<file path="src/rtl/mfp_pkg.sv">
// Package for the MSB-first field packer: word types, function codes and
// stream counter sizing. No dependencies.
package mfp_pkg;

  localparam int unsigned STREAM_BYTES = 1024;
  localparam int unsigned CNT_W        = $clog2(STREAM_BYTES);
  localparam int unsigned OFFSET_W     = 10;

  typedef enum logic [1:0] {
    FUNC_PLAIN    = 2'd0,
    FUNC_SIGN_MAG = 2'd1,
    FUNC_CHECKED  = 2'd2,
    FUNC_FLUSH    = 2'd3
  } mfp_func_e;

  typedef struct packed {
    mfp_func_e          func;
    logic [6:0]         field_width;
    logic signed [63:0] field_value;
  } in_word_t;

  typedef struct packed {
    logic [7:0]          data_byte;
    logic                byte_valid;
    logic [OFFSET_W-1:0] byte_offset;
    logic                range_error;
    logic                last_of_run;
  } out_word_t;

  // Encoded field: bits left-aligned in a 64-bit word, len of them valid.
  typedef struct packed {
    logic        flush;
    logic [63:0] bits;
    logic [6:0]  len;
    logic        err;
  } enc_t;

  // A run of completed bytes from one item, earliest byte in the top lane.
  typedef struct packed {
    logic [63:0]      bytes;
    logic [3:0]       nbytes;
    logic [CNT_W-1:0] base;
    logic             err;
  } run_t;

endpackage

</file>
<file path="src/rtl/msb_first_field_packer_top.sv">
// Top level of the MSB-first field packer: encoder, packing state and
// result register. Depends on mfp_pkg, mfp_encode, mfp_pack and mfp_emit.
//
//   Channel  Handshake               Word
//   in       in_valid_i/in_stall_o   in_word_t  (func, field_width, field_value)
//   out      out_valid_o/out_stall_i out_word_t (at most one stream byte per word)
//
// An item passes an input register and an encoder register, then merges with
// the partial byte as it enters the result register. It leaves as max(1,
// completed bytes) words, 1 to 8 per item, one per cycle while out_stall_i is
// low, so the output port sets the rate. Reset clears the valid bits, the
// partial byte, the bit fill and the byte counter. out_stall_i backs up the
// stages in order and reaches in_stall_o once all of them hold a word.
module msb_first_field_packer_top import mfp_pkg::*; (
  input  logic      clk_i,
  input  logic      rst_ni,
  input  logic      in_valid_i,
  output logic      in_stall_o,
  input  in_word_t  in_word_i,
  output logic      out_valid_o,
  input  logic      out_stall_i,
  output out_word_t out_word_o
);

  logic in_ready;
  logic enc_valid;
  logic run_ready;
  enc_t enc;
  run_t run;

  mfp_encode u_encode (
    .clk_i       (clk_i),
    .rst_ni      (rst_ni),
    .in_valid_i  (in_valid_i),
    .in_ready_o  (in_ready),
    .in_word_i   (in_word_i),
    .enc_valid_o (enc_valid),
    .enc_ready_i (run_ready),
    .enc_o       (enc)
  );

  mfp_pack u_pack (
    .clk_i  (clk_i),
    .rst_ni (rst_ni),
    .load_i (enc_valid && run_ready),
    .enc_i  (enc),
    .run_o  (run)
  );

  mfp_emit u_emit (
    .clk_i       (clk_i),
    .rst_ni      (rst_ni),
    .run_valid_i (enc_valid),
    .run_ready_o (run_ready),
    .run_i       (run),
    .out_valid_o (out_valid_o),
    .out_stall_i (out_stall_i),
    .out_word_o  (out_word_o)
  );

  assign in_stall_o = !in_ready;

endmodule

</file>
<file path="src/rtl/mfp_encode.sv">
// Input register and field encoder of the MSB-first field packer.
// Turns an input word into left-aligned stream bits. Depends on mfp_pkg.
module mfp_encode import mfp_pkg::*; (
  input  logic     clk_i,
  input  logic     rst_ni,
  input  logic     in_valid_i,
  output logic     in_ready_o,
  input  in_word_t in_word_i,
  output logic     enc_valid_o,
  input  logic     enc_ready_i,
  output enc_t     enc_o
);

  logic        in_vld_q;
  in_word_t    in_q;
  logic        enc_vld_q;
  enc_t        enc_q;
  enc_t        enc_d;
  logic        enc_load;
  logic        in_load;
  logic [6:0]  w;
  logic [6:0]  wm1;
  logic [63:0] uv;
  logic [63:0] mag;
  logic [63:0] low_mask;
  logic [63:0] top_bit;
  logic [63:0] enc_bits;
  logic        neg;

  assign enc_load   = !enc_vld_q || enc_ready_i;
  assign in_ready_o = !in_vld_q || enc_load;
  assign in_load    = in_ready_o;

  always_comb begin
    w        = (in_q.field_width > 7'd64) ? 7'd64 : in_q.field_width;
    wm1      = w - 7'd1;
    uv       = in_q.field_value;
    neg      = uv[63];
    mag      = neg ? (~uv + 64'd1) : uv;
    top_bit  = 64'd1 << wm1;
    low_mask = top_bit - 64'd1;
    enc_bits = '0;
    enc_d    = '0;
    unique case (in_q.func)
      FUNC_PLAIN: begin
        enc_bits = uv;
      end
      FUNC_SIGN_MAG: begin
        enc_bits = (mag & low_mask) | (neg ? top_bit : 64'd0);
      end
      FUNC_CHECKED: begin
        enc_d.err = (w != 7'd0) && (mag > low_mask);
        enc_bits  = enc_d.err ? top_bit : uv;
      end
      FUNC_FLUSH: begin
        enc_d.flush = 1'b1;
      end
      default: begin
        enc_bits = '0;
      end
    endcase
    enc_d.bits = enc_d.flush ? 64'd0 : (enc_bits << (7'd64 - w));
    enc_d.len  = enc_d.flush ? 7'd0 : w;
  end

  always_ff @(posedge clk_i or negedge rst_ni) begin
    if (!rst_ni) begin
      in_vld_q  <= 1'b0;
      enc_vld_q <= 1'b0;
    end else begin
      if (in_load) begin
        in_vld_q <= in_valid_i;
      end
      if (enc_load) begin
        enc_vld_q <= in_vld_q;
      end
    end
  end

  always_ff @(posedge clk_i) begin
    if (in_load && in_valid_i) begin
      in_q <= in_word_i;
    end
    if (enc_load && in_vld_q) begin
      enc_q <= enc_d;
    end
  end

  assign enc_valid_o = enc_vld_q;
  assign enc_o       = enc_q;

endmodule

</file>
<file path="src/rtl/mfp_pack.sv">
// Packing state of the MSB-first field packer: partial byte, bit fill and
// stream byte counter. Merges encoded bits into a run of bytes. Uses mfp_pkg.
module mfp_pack import mfp_pkg::*; (
  input  logic clk_i,
  input  logic rst_ni,
  input  logic load_i,
  input  enc_t enc_i,
  output run_t run_o
);

  logic [7:0]       partial_q, partial_d;
  logic [2:0]       fill_q, fill_d;
  logic [CNT_W-1:0] count_q, count_d;
  logic [71:0]      stream;
  logic [71:0]      rest;
  logic [6:0]       total;
  logic [3:0]       nb;
  logic [CNT_W:0]   sum;

  always_comb begin
    stream = {partial_q, 64'd0} | ({enc_i.bits, 8'd0} >> fill_q);
    total  = {4'd0, fill_q} + enc_i.len;
    nb     = enc_i.flush ? {3'd0, fill_q != 3'd0} : total[6:3];
    rest   = stream << {nb, 3'd0};
    sum    = {1'b0, count_q} + (CNT_W + 1)'(nb);
    if (sum >= (CNT_W + 1)'(STREAM_BYTES)) begin
      sum = sum - (CNT_W + 1)'(STREAM_BYTES);
    end
    run_o.nbytes = nb;
    run_o.base   = count_q;
    run_o.err    = enc_i.err;
    if (enc_i.flush) begin
      run_o.bytes = {partial_q, 56'd0};
      partial_d   = 8'd0;
      fill_d      = 3'd0;
      count_d     = '0;
    end else begin
      run_o.bytes = stream[71:8];
      partial_d   = rest[71:64];
      fill_d      = total[2:0];
      count_d     = sum[CNT_W-1:0];
    end
  end

  always_ff @(posedge clk_i or negedge rst_ni) begin
    if (!rst_ni) begin
      partial_q <= 8'd0;
      fill_q    <= 3'd0;
      count_q   <= '0;
    end else if (load_i) begin
      partial_q <= partial_d;
      fill_q    <= fill_d;
      count_q   <= count_d;
    end
  end

endmodule

</file>
<file path="src/rtl/mfp_emit.sv">
// Result register of the MSB-first field packer. Holds one run of bytes and
// hands them out one word per cycle while out_stall_i is low. Uses mfp_pkg.
module mfp_emit import mfp_pkg::*; (
  input  logic      clk_i,
  input  logic      rst_ni,
  input  logic      run_valid_i,
  output logic      run_ready_o,
  input  run_t      run_i,
  output logic      out_valid_o,
  input  logic      out_stall_i,
  output out_word_t out_word_o
);

  logic             vld_q;
  logic [63:0]      buf_q;
  logic [3:0]       rem_q;
  logic [CNT_W-1:0] off_q;
  logic             err_q;
  logic             take;
  logic             last;

  assign last        = (rem_q <= 4'd1);
  assign take        = vld_q && !out_stall_i;
  assign run_ready_o = !vld_q || (take && last);

  always_ff @(posedge clk_i or negedge rst_ni) begin
    if (!rst_ni) begin
      vld_q <= 1'b0;
    end else if (run_ready_o) begin
      vld_q <= run_valid_i;
    end
  end

  always_ff @(posedge clk_i) begin
    if (run_ready_o) begin
      if (run_valid_i) begin
        buf_q <= run_i.bytes;
        rem_q <= run_i.nbytes;
        off_q <= run_i.base;
        err_q <= run_i.err;
      end
    end else if (take) begin
      buf_q <= {buf_q[55:0], 8'd0};
      rem_q <= rem_q - 4'd1;
      off_q <= (off_q == CNT_W'(STREAM_BYTES - 1)) ? '0 : off_q + CNT_W'(1);
    end
  end

  always_comb begin
    out_word_o.byte_valid  = (rem_q != 4'd0);
    out_word_o.data_byte   = out_word_o.byte_valid ? buf_q[63:56] : 8'd0;
    out_word_o.byte_offset = out_word_o.byte_valid ? OFFSET_W'(off_q) : '0;
    out_word_o.range_error = err_q;
    out_word_o.last_of_run = last;
  end

  assign out_valid_o = vld_q;

endmodule

</file>
<file path="config.mk">
export PLATFORM = sky130hd
export DESIGN_NAME = msb_first_field_packer_top
export DESIGN_NICKNAME = d
export VERILOG_FILES = /design/src/rtl/mfp_pkg.sv /design/src/rtl/msb_first_field_packer_top.sv /design/src/rtl/mfp_encode.sv /design/src/rtl/mfp_pack.sv /design/src/rtl/mfp_emit.sv
export SDC_FILE = /design/constraint.sdc
export NUM_CORES = 1
export LEC_CHECK = 0
export BUFFER_PORTS_ARGS = -buffer_cell sky130_fd_sc_hd__buf_2
export CAP_MARGIN = 10
export CORE_UTILIZATION = 35
export DETAILED_ROUTE_END_ITERATION = 8
export SLEW_MARGIN = 5
export SYNTH_ARGS = -nofsm -noshare
export SYNTH_HDL_FRONTEND = slang
export SYNTH_SLANG_ARGS = --single-unit
</file>
<file path="constraint.sdc">
create_clock -name clk_i -period 12.7 [get_ports clk_i]
set_input_delay 1.905 -clock clk_i [delete_from_list [all_inputs] [get_ports clk_i]]
set_output_delay 1.905 -clock clk_i [all_outputs]
set_load 0.01 [all_outputs]
</file>
After elaboration in Yosys (flattened, before gate mapping)

Index checks and enable logic that the tools add are counted.

Register bits after elaboration: 249
Bits in latches: 0
Memory bits (writable): 0
Memory bits (read-only): 0
Input port bits: 77
Output and inout bits: 23
Logic and storage cells: 88
Memories kept: 0

Add/subtract/negate cells: 9
Multiply operators: 0
Divide/modulo/power cells: 0
Magnitude comparators: 4
Equality and inequality tests: 5
Shift-type cells: 4
Mux-type cells: 24
Bitwise logic cells: 4
Reduce and logical (&&, ||, !) cells: 21

Operator list:

| cell                                                                 | count |
|---|---|
| 64-bit two-way mux                                                   | 7 |
| 64-bit case mux with 3 select lines                                  | 1 |
| 72-bit OR                                                            | 1 |
| 72-bit by 7-bit left shift with 72-bit output                        | 1 |
| 72-bit by 3-bit >> shifter with 72-bit output                        | 1 |
| 10-bit two-way mux                                                   | 7 |
| 64-bit by 1-bit adder with 64-bit output, second input constant      | 1 |
| 64-bit AND                                                           | 1 |
| 64-bit greater-than comparator                                       | 1 |
| 64-bit NOT                                                           | 1 |
| 64-bit OR                                                            | 1 |
| 1-bit by 7-bit left shift with 64-bit output, first input constant   | 1 |
| 64-bit by 7-bit left shift with 64-bit output                        | 1 |
| 64-bit by 1-bit subtractor with 64-bit output, second input constant | 1 |
| 4-bit two-way mux                                                    | 4 |
| 8-bit two-way mux                                                    | 2 |
| 10-bit by 4-bit adder with 11-bit output                             | 1 |
| 11-bit >= comparator, second input constant                          | 1 |
| 10-bit by 1-bit adder with 10-bit output, second input constant      | 1 |
| 10-bit == test, second input constant                                | 1 |
| 10-bit by 1-bit subtractor with 10-bit output, second input constant | 1 |
| 3-bit by 7-bit adder with 7-bit output                               | 1 |
| 7-bit greater-than comparator, second input constant                 | 1 |
| 7-bit two-way mux                                                    | 1 |
| 18 further kinds                                                     | 31 |

Longest topological paths before layout

Depth after elaboration: 10
Mapped depth: 40
Depth with buffers taken out: 32

Hierarchy

A second synthesis with hierarchy kept.

Cells, all modules: 3238
Area, all modules: 26960.9 um2

Modules (own cells, without submodules):

| module                     | instances | cells an instance | area an instance (um2) | sequential area each (um2) |
|---|---|---|---|---|
| mfp_encode                 | 1         | 2372              | 18420.2                | 4434.3 |
| mfp_pack                   | 1         | 621               | 4842.1                 | 525.5 |
| mfp_emit                   | 1         | 243               | 3688.5                 | 2397.3 |
| msb_first_field_packer_top | 1         | 2                 | 10.0                   | 0.0 |

Least setup slack after synthesis

No wires, ideal clock.

Path kind: flip-flop to flip-flop
From: register u_encode.in_q[70] (netlist name)
To: register u_encode.enc_q, in the netlist u_encode.enc_o[69] (data pin)
Data arrival time: 8955 ps
Data required time: 12420 ps
Setup slack: 3465 ps
Stages on the path, launching flop included: 40
Path buffers: 9
Period minus slack after synthesis: 9235 ps
Path through: edfxtp_1 -> clkbuf_1 -> buf_1 -> nor2b_1 -> clkinv_1 -> buf_1 -> buf_1 -> buf_1 -> ha_1 -> clkbuf_1 -> mux2i_1 -> nor2_1 -> a22o_1 -> o31ai_1 -> nand3_1 -> nor2b_1 -> o21ai_0 -> nor2_1 -> (+4 left out) -> xor2_1 -> ha_1 -> nor4_1 -> and4_1 -> nand4_1 -> o21ai_1 -> nor2_1 -> o21ai_2 -> inv_2 -> buf_2 -> buf_2 -> a221o_1 -> o211ai_1 -> o211a_1 -> mux2i_1 -> a22o_1 -> a2111oi_0 -> o211ai_1

Longest elaborated chain between the ends: 10

Ends and longest elaborated chain:

| element                                           | line             | RTL |
|---|---|---|
| from (decl)                                       | mfp_encode.sv:15 | `in_word_t in_q;` |
| from (signal assigned)                            | mfp_encode.sv:82 | `in_q <= in_word_i;` |
| 7-bit greater-than comparator                     | mfp_encode.sv:35 | `w = (in_q.field_width > 7'd64) ? 7'd64 : in_q.field_width;` |
| 7-bit two-way mux (*)                             | mfp_encode.sv:35 |  |
| 7-bit by 1-bit subtractor with 7-bit output       | mfp_encode.sv:36 | `wm1 = w - 7'd1;` |
| 1-bit by 7-bit left shift with 64-bit output      | mfp_encode.sv:40 | `top_bit = 64'd1 << wm1;` |
| 64-bit by 1-bit subtractor with 64-bit output     | mfp_encode.sv:41 | `low_mask = top_bit - 64'd1;` |
| 64-bit greater-than comparator                    | mfp_encode.sv:52 | `enc_d.err = (w != 7'd0) && (mag > low_mask);` |
| 1-bit logical AND                                 | mfp_encode.sv:52 |  |
| 64-bit two-way mux                                | mfp_encode.sv:53 | `enc_bits = enc_d.err ? top_bit : uv;` |
| 64-bit case mux with 3 select lines               | mfp_encode.sv:44 | `unique case (in_q.func)` |
| 64-bit by 7-bit left shift with 64-bit output (*) | mfp_encode.sv:62 | `enc_d.bits = enc_d.flush ? 64'd0 : (enc_bits << (7'd64 - w));` |
| to (signal assigned)                              | mfp_encode.sv:85 | `enc_q <= enc_d;` |
| to (decl)                                         | mfp_encode.sv:17 | `enc_t enc_q;` |

Mark *: on every way between the ends. The rest lies on a longest branch, timed or not.
A chain may end at the register's enable or synchronous reset.

Final worst setup path

From: register u_encode.in_q[70] (netlist name)
To: register u_encode.enc_q, in the netlist u_encode.enc_o[37] (data pin)

Same word-level chain as after synthesis.

==> run metrics <==
status finished, final reports clean; global-route wire length before repair approximately 160000 um; die span in y 269 um; Final HPWL DP 82900 um; Residual DRC 0; number of buffers created by CTS 29; ANT cells 0; Synth Instances 3026; Die X ~270 um; data arrival time of the worst path 11.82 ns; post-synthesis simple-gate area fraction 0.196; setup ws final 1.34 ns; clk_skew 0.0135 ns; ANT nets after route 0; Port Buf Inserts 99; cts hold-fix bufs 0; fin cells 3973; top-level I/O count 100; vias per cell 6.30; synthesized area per cell 8.27 um2; largest family of logic cells by synthesized area compound AO/OA/AOI/OAI gates; starting density of the core 0.355; final worst-path cycle share 0.894; Synth area leader edfxtp_1; row cnt 97; Slowest Stage Delay on Critical Path 0.91 ns; top area cells in the synthesized netlist edfxtp_1 27%, mux2i_1 9.5%, ha_1 7.2%; worst slew pin tran 1.36 ns; clk_lat worst skew roughly 0.6 ns; XOR/XNOR Fraction of Synth Area 0.0417; Slowest cell on crit path o32ai_1; Final min period roughly 11 ns; vias in the first global route about 23000; GPL Wtd Cong approximately 1.1; H-tree Lvls 1; sequential fraction of the synthesis area 0.294; routed wire length 108000 um; post-synth top area share 0.270; fin nets ~3200; dpl ws roughly 1.8 ns; post-layout util 0.389; drt wl/cell 27.3 um; post-cts gate resize count 0; clk buf depth 3; total power 4.15 mW; Final Cell Area between 20000 and 30000 um2; leakage 10.9 nW; gr usage total 0.288; Core Area 70400 um2; synthesized flop and latch total 249; die area around 73000 um2; critical path's most frequent cell nand3_1; total of max-cap violations 0; share of cells above drive strength 1 0.0983; CP startpoint kind register; EDFF count, synth 225; TritonCTS clock tree built; PD cells around 150 nW/um2; DRT Pass-1 Iters 9; slew margin rel. 0.0853; Final Hold Slack 0.437 ns; placed insts 3920; CP startpoint u_encode.in_q[70]; placed instance area roughly 26000 um2; post-synthesis compound-gate area fraction 0.237; max-slew violations 0; ys flop type edfxtp_1; setup bufs post-CTS 0; GR Overflow Total 0; RSZ-0062 raised after global routing no; multiplexer share of the synthesized area 0.107; Syn Nets 3249; Yosys cell types 101; # setup viols final 0; Fmax 88.0 MHz; worst-path maximum fanout 19; area grow syn2layout 9.56%; WS Path Type register to register; CP Capture Type register; initial antenna violation count 0; Peak VDD IR 0.000106 V; Adder-Cell Fraction of Synth Area 0.0736; synth cell count leaders 396 x nand2_1, 274 x nor2_1, 237 x mux2i_1; clk sinks about 250; yosys warns 0; Root Buffer clkbuf_16; Critical R2R Launch u_encode.in_q[70]; via count between 20000 and 30000; largest net degree at the start of global routing 79; Worst Hold Class register to register; clock-pin slew on the worst setup and hold paths 0.06 ns; mapped cell area 25000 um2; count leader, synth nand2_1; setup TNS 0 ns; Critical Path RT 13.16 ns; hold_sp u_encode.enc_o[0]; Final Hold Viols 0; first-iteration detailed-routing DRC count between 3000 and 4000; Async SR Flop Fraction 0.0964
-- state kept, by name, indices dropped and copies added, names as in the netlist, 4 cells and up --
register	cells
u_encode.enc_o	73
u_emit.buf_q	64
u_encode.uv	64
u_emit.off_q	10
u_pack.count_q	10
u_encode.in_q	9
u_pack.partial_q	8
u_emit.rem_q	4
-- final timing paths --
path / endpoint / slack, ns / cells past startpoint
max: u_encode.enc_o[37] / 1.34 / 30
min: u_emit.err_q / 0.44 / 0
max reg2reg: u_encode.enc_o[37] / 1.34 / 30
min reg2reg: u_emit.err_q / 0.44 / 0
max in group asynchronous: u_pack.fill_q[2] / 10.93 / 1
min in group asynchronous: u_pack.count_q[4] / 1.31 / 1
-- layout make-up --
cell class,instances,area (um2)
Timing Repair Buffer,168,1010
Tap cell,940,1180
Clock inverter,19,186
Clock buffer,34,744
Sequential cell,249,7360
Multi-Input combinational cell,2454,16500
Inverter,109,409
Fill cell,7282,43000
-- kinds of logic (layout without fill, tap and decap cells) --
| logic type | count (synthesis) | count (layout) |
|---|---|---|
| buf+inv | 323 | 330 |
| flops | 249 | 249 |
| xor+xnor | 119 | 119 |
| simple gates | 1057 | 1057 |
| mux | 262 | 262 |
| fa+ha+maj | 146 | 146 |
| compound gates | 870 | 870 |
-- where the power goes --
| part | leakage, nW | internal [mW] | switching (mW) |
|---|---|---|---|
| Sequential | 2.43 | 1.03 | 0.144 |
| Combinational | 7.99 | 0.745 | 1.40 |
| Clock | 0.456 | 0.479 | 0.358 |
-- metal layers --
metal,up-vias,GRT usage,wire [um],share of wire
met2,1523,0.432,45800,0.42
met5,-,0,0,0
met4,0,0.114,4710,0.043
li1,11200,-,-,-
met3,254,0.0607,11400,0.11
met1,12000,0.401,46400,0.43
-- cells in the final DEF, fill, tap and decap left out, types with 69 or more instances in the layout --
master / netlist / final
a21oi_1: 186 / 186
buf_2: 7 / 99
buf_4: 3 / 69
edfxtp_1: 225 / 225
ha_1: 144 / 142
inv_1: 103 / 103
mux2i_1: 237 / 236
nand2_1: 396 / 396
nand3_1: 80 / 80
nor2_1: 274 / 273
o21ai_0: 187 / 186
xnor2_1: 90 / 89
-- worst max-delay path, delay by kind of cell, from the launching register on --
family                     cells  cell delay (ns)
AOI/OAI and AO/OA             12             4.82
buffers and inverters          2             0.63
DFF                            1             0.80
adders and majority gates      2             0.70
xor gates and xnor gates       1             0.17
and+or+nand+nor               13             4.09
Power figures use the tool's default switching activity.
